[src/rtl/tcts_pkg.sv]
`timescale 1ns / 1ps
// tcts_pkg: shared types, request codes and note arithmetic for the
// two-channel tone sequencer. No dependencies.
package tcts_pkg;

    localparam int NOTE_DEPTH_DEF = 64;

    localparam int FREQ_W  = 12;
    localparam int DUR_W   = 11;
    localparam int IDX_W   = 6;
    localparam int INC_W   = 14;
    localparam int PHASE_W = 16;
    localparam int TIMER_W = 16;

    localparam logic [1:0] REQ_LOAD  = 2'd0;
    localparam logic [1:0] REQ_START = 2'd1;
    localparam logic [1:0] REQ_TICK  = 2'd2;

    // increment = floor(freq * 65536 / TICK_RATE), done as a reciprocal multiply
    localparam longint TICK_RATE = 31250;
    localparam int     INC_SHIFT = 26;
    localparam int     RECIP_W   = 28;
    localparam int     PROD_W    = FREQ_W + RECIP_W;
    localparam logic [RECIP_W-1:0] INC_RECIP =
        RECIP_W'(((64'd1 << (INC_SHIFT + 16)) + 64'(TICK_RATE) - 64'd1) / 64'(TICK_RATE));

    typedef struct packed {
        logic [FREQ_W-1:0] freq;
        logic [DUR_W-1:0]  dur;
    } t_note;

    typedef struct packed {
        logic              en;
        logic [IDX_W-1:0]  index;
        t_note             note;
    } t_note_wr;

    typedef struct packed {
        logic [1:0]        req_type;
        logic              channel;
        logic [IDX_W-1:0]  note_index;
        logic [FREQ_W-1:0] freq_hz;
        logic [DUR_W-1:0]  duration_ms;
    } t_in_item;

    typedef struct packed {
        logic dir_left;
        logic dir_right;
        logic drive_left;
        logic drive_right;
        logic playing;
    } t_out_item;

    function automatic logic [INC_W-1:0] calc_inc(input logic [FREQ_W-1:0] freq);
        logic [PROD_W-1:0] prod;
        prod = PROD_W'(freq) * PROD_W'(INC_RECIP);
        return prod[INC_SHIFT +: INC_W];
    endfunction

    // duration_ms * 31
    function automatic logic [TIMER_W-1:0] calc_timer(input logic [DUR_W-1:0] dur);
        logic [TIMER_W-1:0] d;
        d = TIMER_W'(dur);
        return (d << 5) - d;
    endfunction

endpackage

[src/rtl/tcts_note_mem.sv]
`timescale 1ns / 1ps
// tcts_note_mem: one channel's note store, one write and one registered read
// port with write bypass. Depends on tcts_pkg.
module tcts_note_mem #(
    parameter int  DEPTH = tcts_pkg::NOTE_DEPTH_DEF,
    localparam int AW    = $clog2(DEPTH)
) (
    input  logic               i_clk,
    input  tcts_pkg::t_note_wr i_wr,
    input  logic [AW-1:0]      i_rd_addr,
    output tcts_pkg::t_note    o_rd_data
);

    tcts_pkg::t_note r_mem [DEPTH];
    tcts_pkg::t_note r_rd_data;
    logic [AW-1:0]   wr_addr;
    logic            wr_ok;

    assign wr_addr   = AW'(i_wr.index);
    assign wr_ok     = i_wr.en && (32'(i_wr.index) < DEPTH);
    assign o_rd_data = r_rd_data;

    always_ff @(posedge i_clk) begin
        if (wr_ok) begin
            r_mem[wr_addr] <= i_wr.note;
        end
        if (wr_ok && (wr_addr == i_rd_addr)) begin
            r_rd_data <= i_wr.note;
        end else begin
            r_rd_data <= r_mem[i_rd_addr];
        end
    end

endmodule

[src/rtl/tcts_ctrl.sv]
`timescale 1ns / 1ps
// tcts_ctrl: per-transfer state update (timers, note fetch, phases) and the
// result register. Depends on tcts_pkg; fed by two tcts_note_mem reads.
module tcts_ctrl #(
    parameter int  NOTE_DEPTH = tcts_pkg::NOTE_DEPTH_DEF,
    localparam int PW         = $clog2(NOTE_DEPTH)
) (
    input  logic                       i_clk,
    input  logic                       i_rst_n,
    input  logic                       i_accept,
    input  tcts_pkg::t_in_item         i_item,
    input  tcts_pkg::t_note [1:0]      i_next_note,
    output tcts_pkg::t_note_wr [1:0]   o_wr,
    output logic [1:0][PW-1:0]         o_rd_addr,
    output tcts_pkg::t_out_item        o_result
);

    logic [1:0][PW-1:0]                    r_pos,   n_pos;
    logic [1:0][tcts_pkg::PHASE_W-1:0]     r_phase, n_phase;
    logic [1:0][tcts_pkg::INC_W-1:0]       r_inc,   n_inc;
    logic [1:0][tcts_pkg::TIMER_W-1:0]     r_timer, n_timer;
    logic                                  r_fin1,  n_fin1;
    logic                                  r_run,   n_run;
    tcts_pkg::t_note [1:0]                 r_head,  n_head;
    tcts_pkg::t_out_item                   r_result, n_result;

    logic [1:0][tcts_pkg::INC_W-1:0]       inc_head, inc_next;
    logic [1:0][tcts_pkg::TIMER_W-1:0]     tmr_head, tmr_next;

    function automatic logic [PW-1:0] step_pos(input logic [PW-1:0] p);
        return (p == PW'(NOTE_DEPTH - 1)) ? '0 : p + 1'b1;
    endfunction

    always_comb begin
        for (int ch = 0; ch < 2; ch++) begin
            inc_head[ch] = tcts_pkg::calc_inc(r_head[ch].freq);
            inc_next[ch] = tcts_pkg::calc_inc(i_next_note[ch].freq);
            tmr_head[ch] = tcts_pkg::calc_timer(r_head[ch].dur);
            tmr_next[ch] = tcts_pkg::calc_timer(i_next_note[ch].dur);
        end

        n_pos   = r_pos;
        n_phase = r_phase;
        n_inc   = r_inc;
        n_timer = r_timer;
        n_fin1  = r_fin1;
        n_run   = r_run;
        n_head  = r_head;

        for (int ch = 0; ch < 2; ch++) begin
            o_wr[ch].en    = i_accept && (i_item.req_type == tcts_pkg::REQ_LOAD)
                             && (i_item.channel == 1'(ch));
            o_wr[ch].index = i_item.note_index;
            o_wr[ch].note  = {i_item.freq_hz, i_item.duration_ms};
            if (o_wr[ch].en && (i_item.note_index == '0)) begin
                n_head[ch] = o_wr[ch].note;
            end
        end

        if (i_accept) begin
            case (i_item.req_type)
                tcts_pkg::REQ_START: begin
                    for (int ch = 0; ch < 2; ch++) begin
                        n_pos[ch]   = step_pos('0);
                        n_phase[ch] = '0;
                        n_inc[ch]   = inc_head[ch];
                        n_timer[ch] = tmr_head[ch];
                    end
                    n_fin1 = (r_head[1].dur == '0);
                    if (n_fin1) begin
                        n_inc[1] = '0;
                    end
                    n_run = (n_timer[0] != '0);
                end
                tcts_pkg::REQ_TICK: begin
                    if (r_run) begin
                        n_timer[0] = r_timer[0] - 1'b1;
                        if (n_timer[0] == '0) begin
                            n_pos[0]   = step_pos(r_pos[0]);
                            n_inc[0]   = inc_next[0];
                            n_timer[0] = tmr_next[0];
                            n_run      = (tmr_next[0] != '0);
                        end
                        if (!r_fin1) begin
                            n_timer[1] = r_timer[1] - 1'b1;
                            if (n_timer[1] == '0) begin
                                n_pos[1]   = step_pos(r_pos[1]);
                                n_inc[1]   = inc_next[1];
                                n_timer[1] = tmr_next[1];
                                if (i_next_note[1].dur == '0) begin
                                    n_fin1   = 1'b1;
                                    n_inc[1] = '0;
                                end
                            end
                        end
                        for (int ch = 0; ch < 2; ch++) begin
                            n_phase[ch] = r_phase[ch] + tcts_pkg::PHASE_W'(n_inc[ch]);
                        end
                    end
                end
                default: begin
                end
            endcase
        end

        // prefetch the entry at the next read position
        for (int ch = 0; ch < 2; ch++) begin
            o_rd_addr[ch] = i_rst_n ? n_pos[ch] : '0;
        end

        n_result.dir_left    = n_phase[0][tcts_pkg::PHASE_W-1];
        n_result.dir_right   = n_phase[1][tcts_pkg::PHASE_W-1];
        n_result.drive_left  = n_run && (n_inc[0] != '0);
        n_result.drive_right = n_run && !n_fin1 && (n_inc[1] != '0);
        n_result.playing     = n_run;
    end

    always_ff @(posedge i_clk) begin
        if (!i_rst_n) begin
            r_pos   <= '0;
            r_phase <= '0;
            r_inc   <= '0;
            r_timer <= '0;
            r_fin1  <= 1'b0;
            r_run   <= 1'b0;
        end else begin
            r_pos   <= n_pos;
            r_phase <= n_phase;
            r_inc   <= n_inc;
            r_timer <= n_timer;
            r_fin1  <= n_fin1;
            r_run   <= n_run;
        end
    end

    always_ff @(posedge i_clk) begin
        r_head <= n_head;
        if (i_accept) begin
            r_result <= n_result;
        end
    end

    assign o_result = r_result;

    a_fin_silent: assert property (@(posedge i_clk) disable iff (!i_rst_n)
        r_fin1 |-> (r_inc[1] == '0))
        else $error("finished channel 1 still has an increment");

    a_run_timer: assert property (@(posedge i_clk) disable iff (!i_rst_n)
        r_run |-> (r_timer[0] != '0))
        else $error("playing with channel 0 timer at zero");

    a_pos_range: assert property (@(posedge i_clk) disable iff (!i_rst_n)
        (32'(r_pos[0]) < NOTE_DEPTH) && (32'(r_pos[1]) < NOTE_DEPTH))
        else $error("read position beyond note store");

    a_start_phase: assert property (@(posedge i_clk) disable iff (!i_rst_n)
        (i_accept && (i_item.req_type == tcts_pkg::REQ_START))
        |=> (r_phase[0] == '0) && (r_phase[1] == '0))
        else $error("phases not cleared by start");

    a_idle_tick: assert property (@(posedge i_clk) disable iff (!i_rst_n)
        (i_accept && (i_item.req_type == tcts_pkg::REQ_TICK) && !r_run)
        |=> $stable(r_phase) && $stable(r_timer) && !r_run)
        else $error("idle tick changed state");

endmodule

[src/rtl/two_channel_tone_sequencer_top.sv]
`timescale 1ns / 1ps
// two_channel_tone_sequencer_top: two-channel square-wave melody player.
// Depends on tcts_pkg, tcts_note_mem and tcts_ctrl.
//
// Usage:
//   Input channel (i_in_valid / o_in_ready / i_in_data) takes one request per
//   transfer: load a note entry into a channel's store, start playback, or one
//   31250 Hz sample tick. Output channel (o_out_valid / i_out_ready /
//   o_out_data) returns exactly one result per request: both square-wave
//   directions, both drive enables and the playing flag after that request.
//   The result is registered and valid in the cycle after the input transfer.
//   Throughput is one request per cycle while results are taken; the note
//   stores prefetch the entry at the next read position; no fetch stalls input.
//   When the receiver stalls, the result register holds and o_in_ready falls
//   until the result is taken; a new request is taken in the same cycle the
//   held result leaves.
//   Reset clears timers, phases, read positions and the playing flag, and holds
//   o_in_ready low; the note stores are not cleared and must be loaded before
//   playback reads them.
module two_channel_tone_sequencer_top #(
    parameter int NOTE_DEPTH = tcts_pkg::NOTE_DEPTH_DEF
) (
    input  logic                i_clk,
    input  logic                i_rst_n,
    input  logic                i_in_valid,
    output logic                o_in_ready,
    input  tcts_pkg::t_in_item  i_in_data,
    output logic                o_out_valid,
    input  logic                i_out_ready,
    output tcts_pkg::t_out_item o_out_data
);

    localparam int PW = $clog2(NOTE_DEPTH);

    logic                      accept;
    logic                      r_out_valid;
    tcts_pkg::t_note_wr [1:0]  note_wr;
    logic [1:0][PW-1:0]        rd_addr;
    tcts_pkg::t_note [1:0]     next_note;

    assign o_in_ready  = i_rst_n && (!r_out_valid || i_out_ready);
    assign accept      = i_in_valid && o_in_ready;
    assign o_out_valid = r_out_valid;

    always_ff @(posedge i_clk) begin
        if (!i_rst_n) begin
            r_out_valid <= 1'b0;
        end else if (accept) begin
            r_out_valid <= 1'b1;
        end else if (i_out_ready) begin
            r_out_valid <= 1'b0;
        end
    end

    for (genvar g = 0; g < 2; g++) begin : g_store
        tcts_note_mem #(
            .DEPTH(NOTE_DEPTH)
        ) u_note_mem (
            .i_clk    (i_clk),
            .i_wr     (note_wr[g]),
            .i_rd_addr(rd_addr[g]),
            .o_rd_data(next_note[g])
        );
    end

    tcts_ctrl #(
        .NOTE_DEPTH(NOTE_DEPTH)
    ) u_ctrl (
        .i_clk      (i_clk),
        .i_rst_n    (i_rst_n),
        .i_accept   (accept),
        .i_item     (i_in_data),
        .i_next_note(next_note),
        .o_wr       (note_wr),
        .o_rd_addr  (rd_addr),
        .o_result   (o_out_data)
    );

endmodule
[config.mk]
export PLATFORM = sky130hd
export DESIGN_NAME = two_channel_tone_sequencer_top
export DESIGN_NICKNAME = d
export VERILOG_FILES = /design/src/rtl/tcts_pkg.sv /design/src/rtl/tcts_note_mem.sv /design/src/rtl/tcts_ctrl.sv /design/src/rtl/two_channel_tone_sequencer_top.sv
export SDC_FILE = /design/constraint.sdc
export NUM_CORES = 2
export LEC_CHECK = 0
export ABC_AREA = 1
export ABC_CLOCK_PERIOD_IN_PS = 16300
export BUFFER_PORTS_ARGS = -buffer_cell sky130_fd_sc_hd__buf_4
export CAP_MARGIN = 15
export CORE_MARGIN = 8
export CORE_UTILIZATION = 35
export CTS_CLUSTER_SIZE = 24
export DETAILED_ROUTE_END_ITERATION = 10
export GPL_TIMING_DRIVEN = 0
export PLACE_DENSITY = 0.51
export SLEW_MARGIN = 20
export SYNTH_ARGS = -nofsm -noshare
export SYNTH_HDL_FRONTEND = slang
export SYNTH_SLANG_ARGS = --single-unit
[constraint.sdc]
create_clock -name i_clk -period 16.3 [get_ports i_clk]
set_input_delay 3.26 -clock i_clk [delete_from_list [all_inputs] [get_ports i_clk]]
set_output_delay 3.26 -clock i_clk [all_outputs]
set_load 0.03 [all_outputs]
# [Word-level counts from Yosys, hierarchy flattened]
# Memories as Yosys holds them, arrays and structs flattened. A register that Yosys moved wholly into a read port is not among the register bits.
# Cells that the tools add are included.
# W data, S select, Z words.
[word_totals] regBits=158 ram_bits=2944 input_bits=36 out_inout_bits=7 elab_cells=120 memories=2
[classes] add_sub_neg=10 mul=4 n_eq_ne=6 n_mux=48 bitwise_logic=1 reduce_logical=27
[memory_table] name="g_store[0].u_note_mem.r_mem" depth=64 word_bits=23 rd=1 rd_clocked_by_memory_dff=1 wr=1 line="tcts_note_mem.sv:14" text="tcts_pkg::t_note r_mem [DEPTH];"
[memory_table] name="g_store[1].u_note_mem.r_mem" depth=64 word_bits=23 rd=1 rd_clocked_by_memory_dff=1 wr=1 line="tcts_note_mem.sv:14"
[op_table] operator="$mul A12 B28 Y40 const B" n=4
[op_table] operator="$mux W14" n=11
[op_table] operator="$pmux W32 S2" n=2
[op_table] operator="$mux W32" n=3
[op_table] operator="$sub A16 B11 Y16" n=4
[op_table] operator="$mux W28" n=2
[op_table] operator="$pmux W28 S2" n=1
[op_table] operator="$mux W16" n=3
[op_table] operator="$mux W6" n=7
[op_table] operator="$add A16 B14 Y16" n=2
[op_table] operator="$logic_not A16 Y1" n=2
[op_table] operator="$reduce_bool A16 Y1" n=2
[op_table] operator="$sub A16 B1 Y16 const B" n=2
[op_table] operator="$reduce_bool A14 Y1" n=2
[op_table] operator="$mux W12" n=2
[op_table] operator="$pmux W12 S2" n=1
[op_table] operator="$logic_not A11 Y1" n=2
[op_table] operator="$mux W1" n=14
[op_table] operator="$add A6 B1 Y6 const B" n=2
[op_table] operator="$eq A6 B6 Y1 const B" n=2
[op_table] operator="$logic_and A1 B1 Y1" n=10
[op_table] operator="$logic_not A6 Y1" n=1
[op_table] operator="$pmux W1 S2" n=2
[op_table] operator="$reduce_and A4 Y1" n=1
[op_table] operator="10 further kinds" n=12

# [Longest topological paths before layout]
[logic_depth] word_depth=12 depth_mapped=59 mapped_depth_nobuf=51

# [By module]
# From an unflattened synthesis, not the netlist that was laid out.
[unflattened] cells_unflattened=14394 hier_area_um2=151392.7
[by_module_without_submodules] module="tcts_note_mem" n_inst=2 cells_each=4997 area_per_inst_um2=59594.7 seq_area_each_um2=44322.5
[by_module_without_submodules] module="tcts_ctrl" n_inst=1 cells_each=4391 area_per_inst_um2=32144.6 seq_area_each_um2=3653.5
[by_module_without_submodules] module="two_channel_tone_sequencer_top" n_inst=1 cells_each=9 area_per_inst_um2=58.8 seq_area_each_um2=20.0

# [Worst setup path before layout]
# OpenSTA, ideal clock, no wires.
[synth_timing] path_type="flip-flop to flip-flop" from="register, netlist name u_ctrl.r_pos[0]" to="register u_ctrl.r_phase[14] (netlist bit)" setup_time_ps=70 arrival_ps=8661 setup_slack_ps=7569 path_stages_with_launch=54 path_buffers=8 path_cell_list="dfxtp_1 buf_6 inv_4 buf_6 buf_4 buf_2 buf_4 buf_2 buf_2 clkbuf_1 nor2_1 o22ai_1 nor2_1 o32ai_1 o21ai_0 o21ai_0 fa_1 inv_1 [... 18 more ...] nor2_1 nor2_1 o21bai_1 nand2_1 nand2_1 a21oi_1 nor2_1 o21ai_0 nand2_1 nand3_1 nand2_1 nand2_1 inv_1 o21ai_0 nand2_1 a21boi_0 o21ai_0 a21oi_1"
[synth_lines] item="end signal: assignment" line="tcts_ctrl.sv:128" text="r_phase <= n_phase;"
[synth_lines] item="end: declaration" line="tcts_ctrl.sv:19" text="logic [1:0][tcts_pkg::PHASE_W-1:0] r_phase, n_phase;"

==> results_dict.tcl <==
set metrics [dict create \
    outcome "complete, no violations" \
    irDropWorstVdd_uv 221 \
    fin_crit_sh_pct 79.0 \
    rsz0062_at_grt "false" \
    pwr-share-comb_pct 24.4 \
    worst_slack_ns 3.42 \
    netlist_instances 13000 \
    clock-sinks 3102 \
    yosysMostFrequentCell "edfxtp_1" \
    postRouteAntennaNets 0 \
    relSlewSlack_pct 13.9 \
    period_needed_ns 12.88 \
    cellInternalPower_mw 14.8 \
    postCtsResizedCells 0 \
    cp-end-kind "flop" \
    synth_edf_count 2995 \
    leakage_nw 62.3 \
    slew_viol_final 0 \
    worstHoldPathCells 2 \
    vias 111000 \
    power_mw 21.7 \
    netlist-cell-type-count 66 \
    slowest_stage "nand2_1" \
    final_util_pct 41.2 \
    critical_path_required_ns 17.19 \
    yosysWarningCount 0 \
    portBuffers 42 \
    syn_area_per_cell_sq_um 11.3 \
    cts-root-buf "clkbuf_16" \
    initial_utilization_pct 35.1 \
    hold_buffers 0 \
    finalHoldViolCount 0 \
    arrival_ns 13.78 \
    grt_pass1_vias 104000 \
    hold_class "flop to flop" \
    drt-total-wl_um 592000 \
    overflow 0 \
    netlist.area_leader.share_pct 61.2 \
    dpl.cell_count 18800 \
    first_pass_iters 6 \
    wire_per_inst_um 30.4 \
    syn_nets 13900 \
    skew_ns 0.0528 \
    synth_area_leaders "edfxtp_1, o21ai_0, nor2_1" \
    io_pins 43 \
    htree_levels 5 \
    maxCapViolations 0 \
    whs_endpoint "u_ctrl.r_phase[28]" \
    yosysTopAreaCell "edfxtp_1" \
    die_h_um 664 \
    dp_slack_ns 3.73 \
    fp.coreArea_sq_mm 0.419 \
    reg2reg_depth 52 \
    powerDensity_mw_per_mm2 126 \
    nNetsFinal 14500 \
    drt_iter0_drc 15500 \
    hp-start "u_ctrl.r_phase[28]" \
    hold_ws_ns 0.474 \
    syn_area_sq_mm 0.147 \
    clk_latency_ns 0.96 \
    ys.flop_type "edfxtp_1" \
    worst_path_most_repeated_cell "nand2_1" \
    dp.final_hpwl_um 425000 \
    synth_seq_cells 3102 \
    rr_endpoint "u_ctrl.r_phase[14]" \
    p_seq_share_pct 40.3 \
    dieArea_sq_mm 0.441 \
    p_clk_share_pct 35.3 \
    finalSetupViolations 0 \
    die_w_um 664 \
    multi_input_area_sq_mm 0.0489 \
    gp_congestion 0.907 \
    clkTransAtPathRegs_ns 0.07 \
    postLayoutCellArea_sq_mm 0.173 \
    yosys-top-cells-count "edfxtp_1, nor2_1, o21ai_0" \
    grt_max_degree 131 \
    max_freq_mhz 77.6 \
    fillers 40000 \
    reg2reg_from "u_ctrl.r_pos[1]" \
    layout-drive-gt1-share_pct 9.63 \
    grt_use_total_pct 25.7 \
    drc_errors 0 \
    worst_pin_slew_ns 1.29 \
    rrSetupSlack_ns 3.42 \
    synthToLayoutAreaGrowth_pct 17.6 \
    rows 238 \
    clk_path_buf_depth 4 \
    cts_tree "yes" \
    grt_antenna_before_repair 26 \
    cts_setup_buffers 0 \
    seq_area_frac_synth_pct 62.7 \
    async_reset_ff_share_pct 0 \
    setup.worst_path.class "flop to flop" \
    seqCellArea_sq_mm 0.0921 \
    grt_pass1_wl_um 814000 \
    crit_fanout 10 \
    finalSetupTns_ns 0 \
    cts_buffers 337 \
    critPathMaxStageDelay_ns 0.78 \
    instances_no_fill 19500 \
    switching_share_pct 31.8 \
    via_per_inst 5.69 \
    place_area_sq_mm 0.162 \
    cp-start-kind "flop" \
    p_switching_mw 6.90 \
]
logic make-up (layout without fill, tap and decap cells):
logic type | count (synthesis) | count (layout) | share of synthesized area, %
AOI/OAI and AO/OA | 3051 | 3051 | 11.5
xor gates and xnor gates | 50 | 50 | 0.298
adders and majority gates | 835 | 835 | 8.95
buffers and inverters | 1668 | 2600 | 4.77
DFF | 3102 | 3102 | 62.7
other | 0 | 33 | 0
and+or+nand+nor | 4286 | 4286 | 11.8
worst max-delay path, delay by kind of cell (launching register included):
| family | cells | cell delay, ns |
|---|---|---|
| flops | 1 | 0.32 |
| buf+inv | 12 | 3.76 |
| fa+ha+maj | 7 | 3.03 |
| simple gates | 17 | 2.35 |
| compound gates | 16 | 3.29 |
worst max-delay path by stage:
stage | cells past startpoint | startpoint | endpoint | slack, ns
after floorplan | 53 | u_ctrl.r_pos[0] | u_ctrl.r_phase[14] | 7.57
after global placement | 52 | u_ctrl.r_pos[1] | u_ctrl.r_phase[14] | 1.96
after detailed placement | 52 | u_ctrl.r_pos[1] | u_ctrl.r_phase[14] | 3.73
after CTS | 52 | u_ctrl.r_pos[1] | u_ctrl.r_phase[14] | 3.75
after global routing | 52 | u_ctrl.r_pos[1] | u_ctrl.r_phase[14] | 2.92
final | 52 | u_ctrl.r_pos[1] | u_ctrl.r_phase[14] | 3.42
layer usage:
metal  vias to the layer above  global-route usage (%)  wire, um
li1                      47600                       -         -
met4                         8                    10.4     29500
met5                         -                       0        49
met3                      1293                    4.97     61300
met1                     55700                    35.4    239000
met2                      6239                    39.9    262000
power by group through the flow:
stage	sequential, mW	combinational, mW	clock (mW)
floorplan	8.93	3.57	0
global placement	8.93	5.22	0
detailed placement	8.93	5.25	0
CTS	8.76	5.28	7.71
global route	8.75	5.98	8.00
finish	8.76	5.29	7.68
state kept, by name, indices dropped and copies added, names as in the netlist:
signal / cells
g_store.u_note_mem.r_mem: 2944
u_ctrl.r_head: 46
u_ctrl.r_phase: 32
u_ctrl.r_timer: 32
u_ctrl.r_inc: 28
u_ctrl.r_pos: 12
u_ctrl.o_result: 5
o_out_valid: 1
u_ctrl.r_fin1: 1
u_ctrl.r_run: 1
cell usage in the layout, fill, tap and decap left out, drive strengths merged, types with 41 or more instances in the layout:
master and count:
edfxtp 2995, nor2 2001, o21ai 1746, nand2 1571, inv 981, clkbuf 817
o22ai 691, buf 619, nand3 497, ha 475, fa 360, a21oi 341
clkinv 144, dfxtp 107, nor3 78, o221ai 59, o211ai 53, a31oi 43
or2 42, nand4 41
cell type report:
class / instances / share of cell area [%]
Clock inverter: 194 / 1.01
Timing Repair Buffer: 320 / 4.11
Clock buffer: 418 / 5.23
Multi-Input combinational cell: 8222 / 28.3
Sequential cell: 3102 / 53.3
Inverter: 970 / 2.11
Tap cell: 5520 / 4.00
Antenna cell: 33 / 0.0478
Buffer: 698 / 1.96
Power figures use the tool's default switching activity.
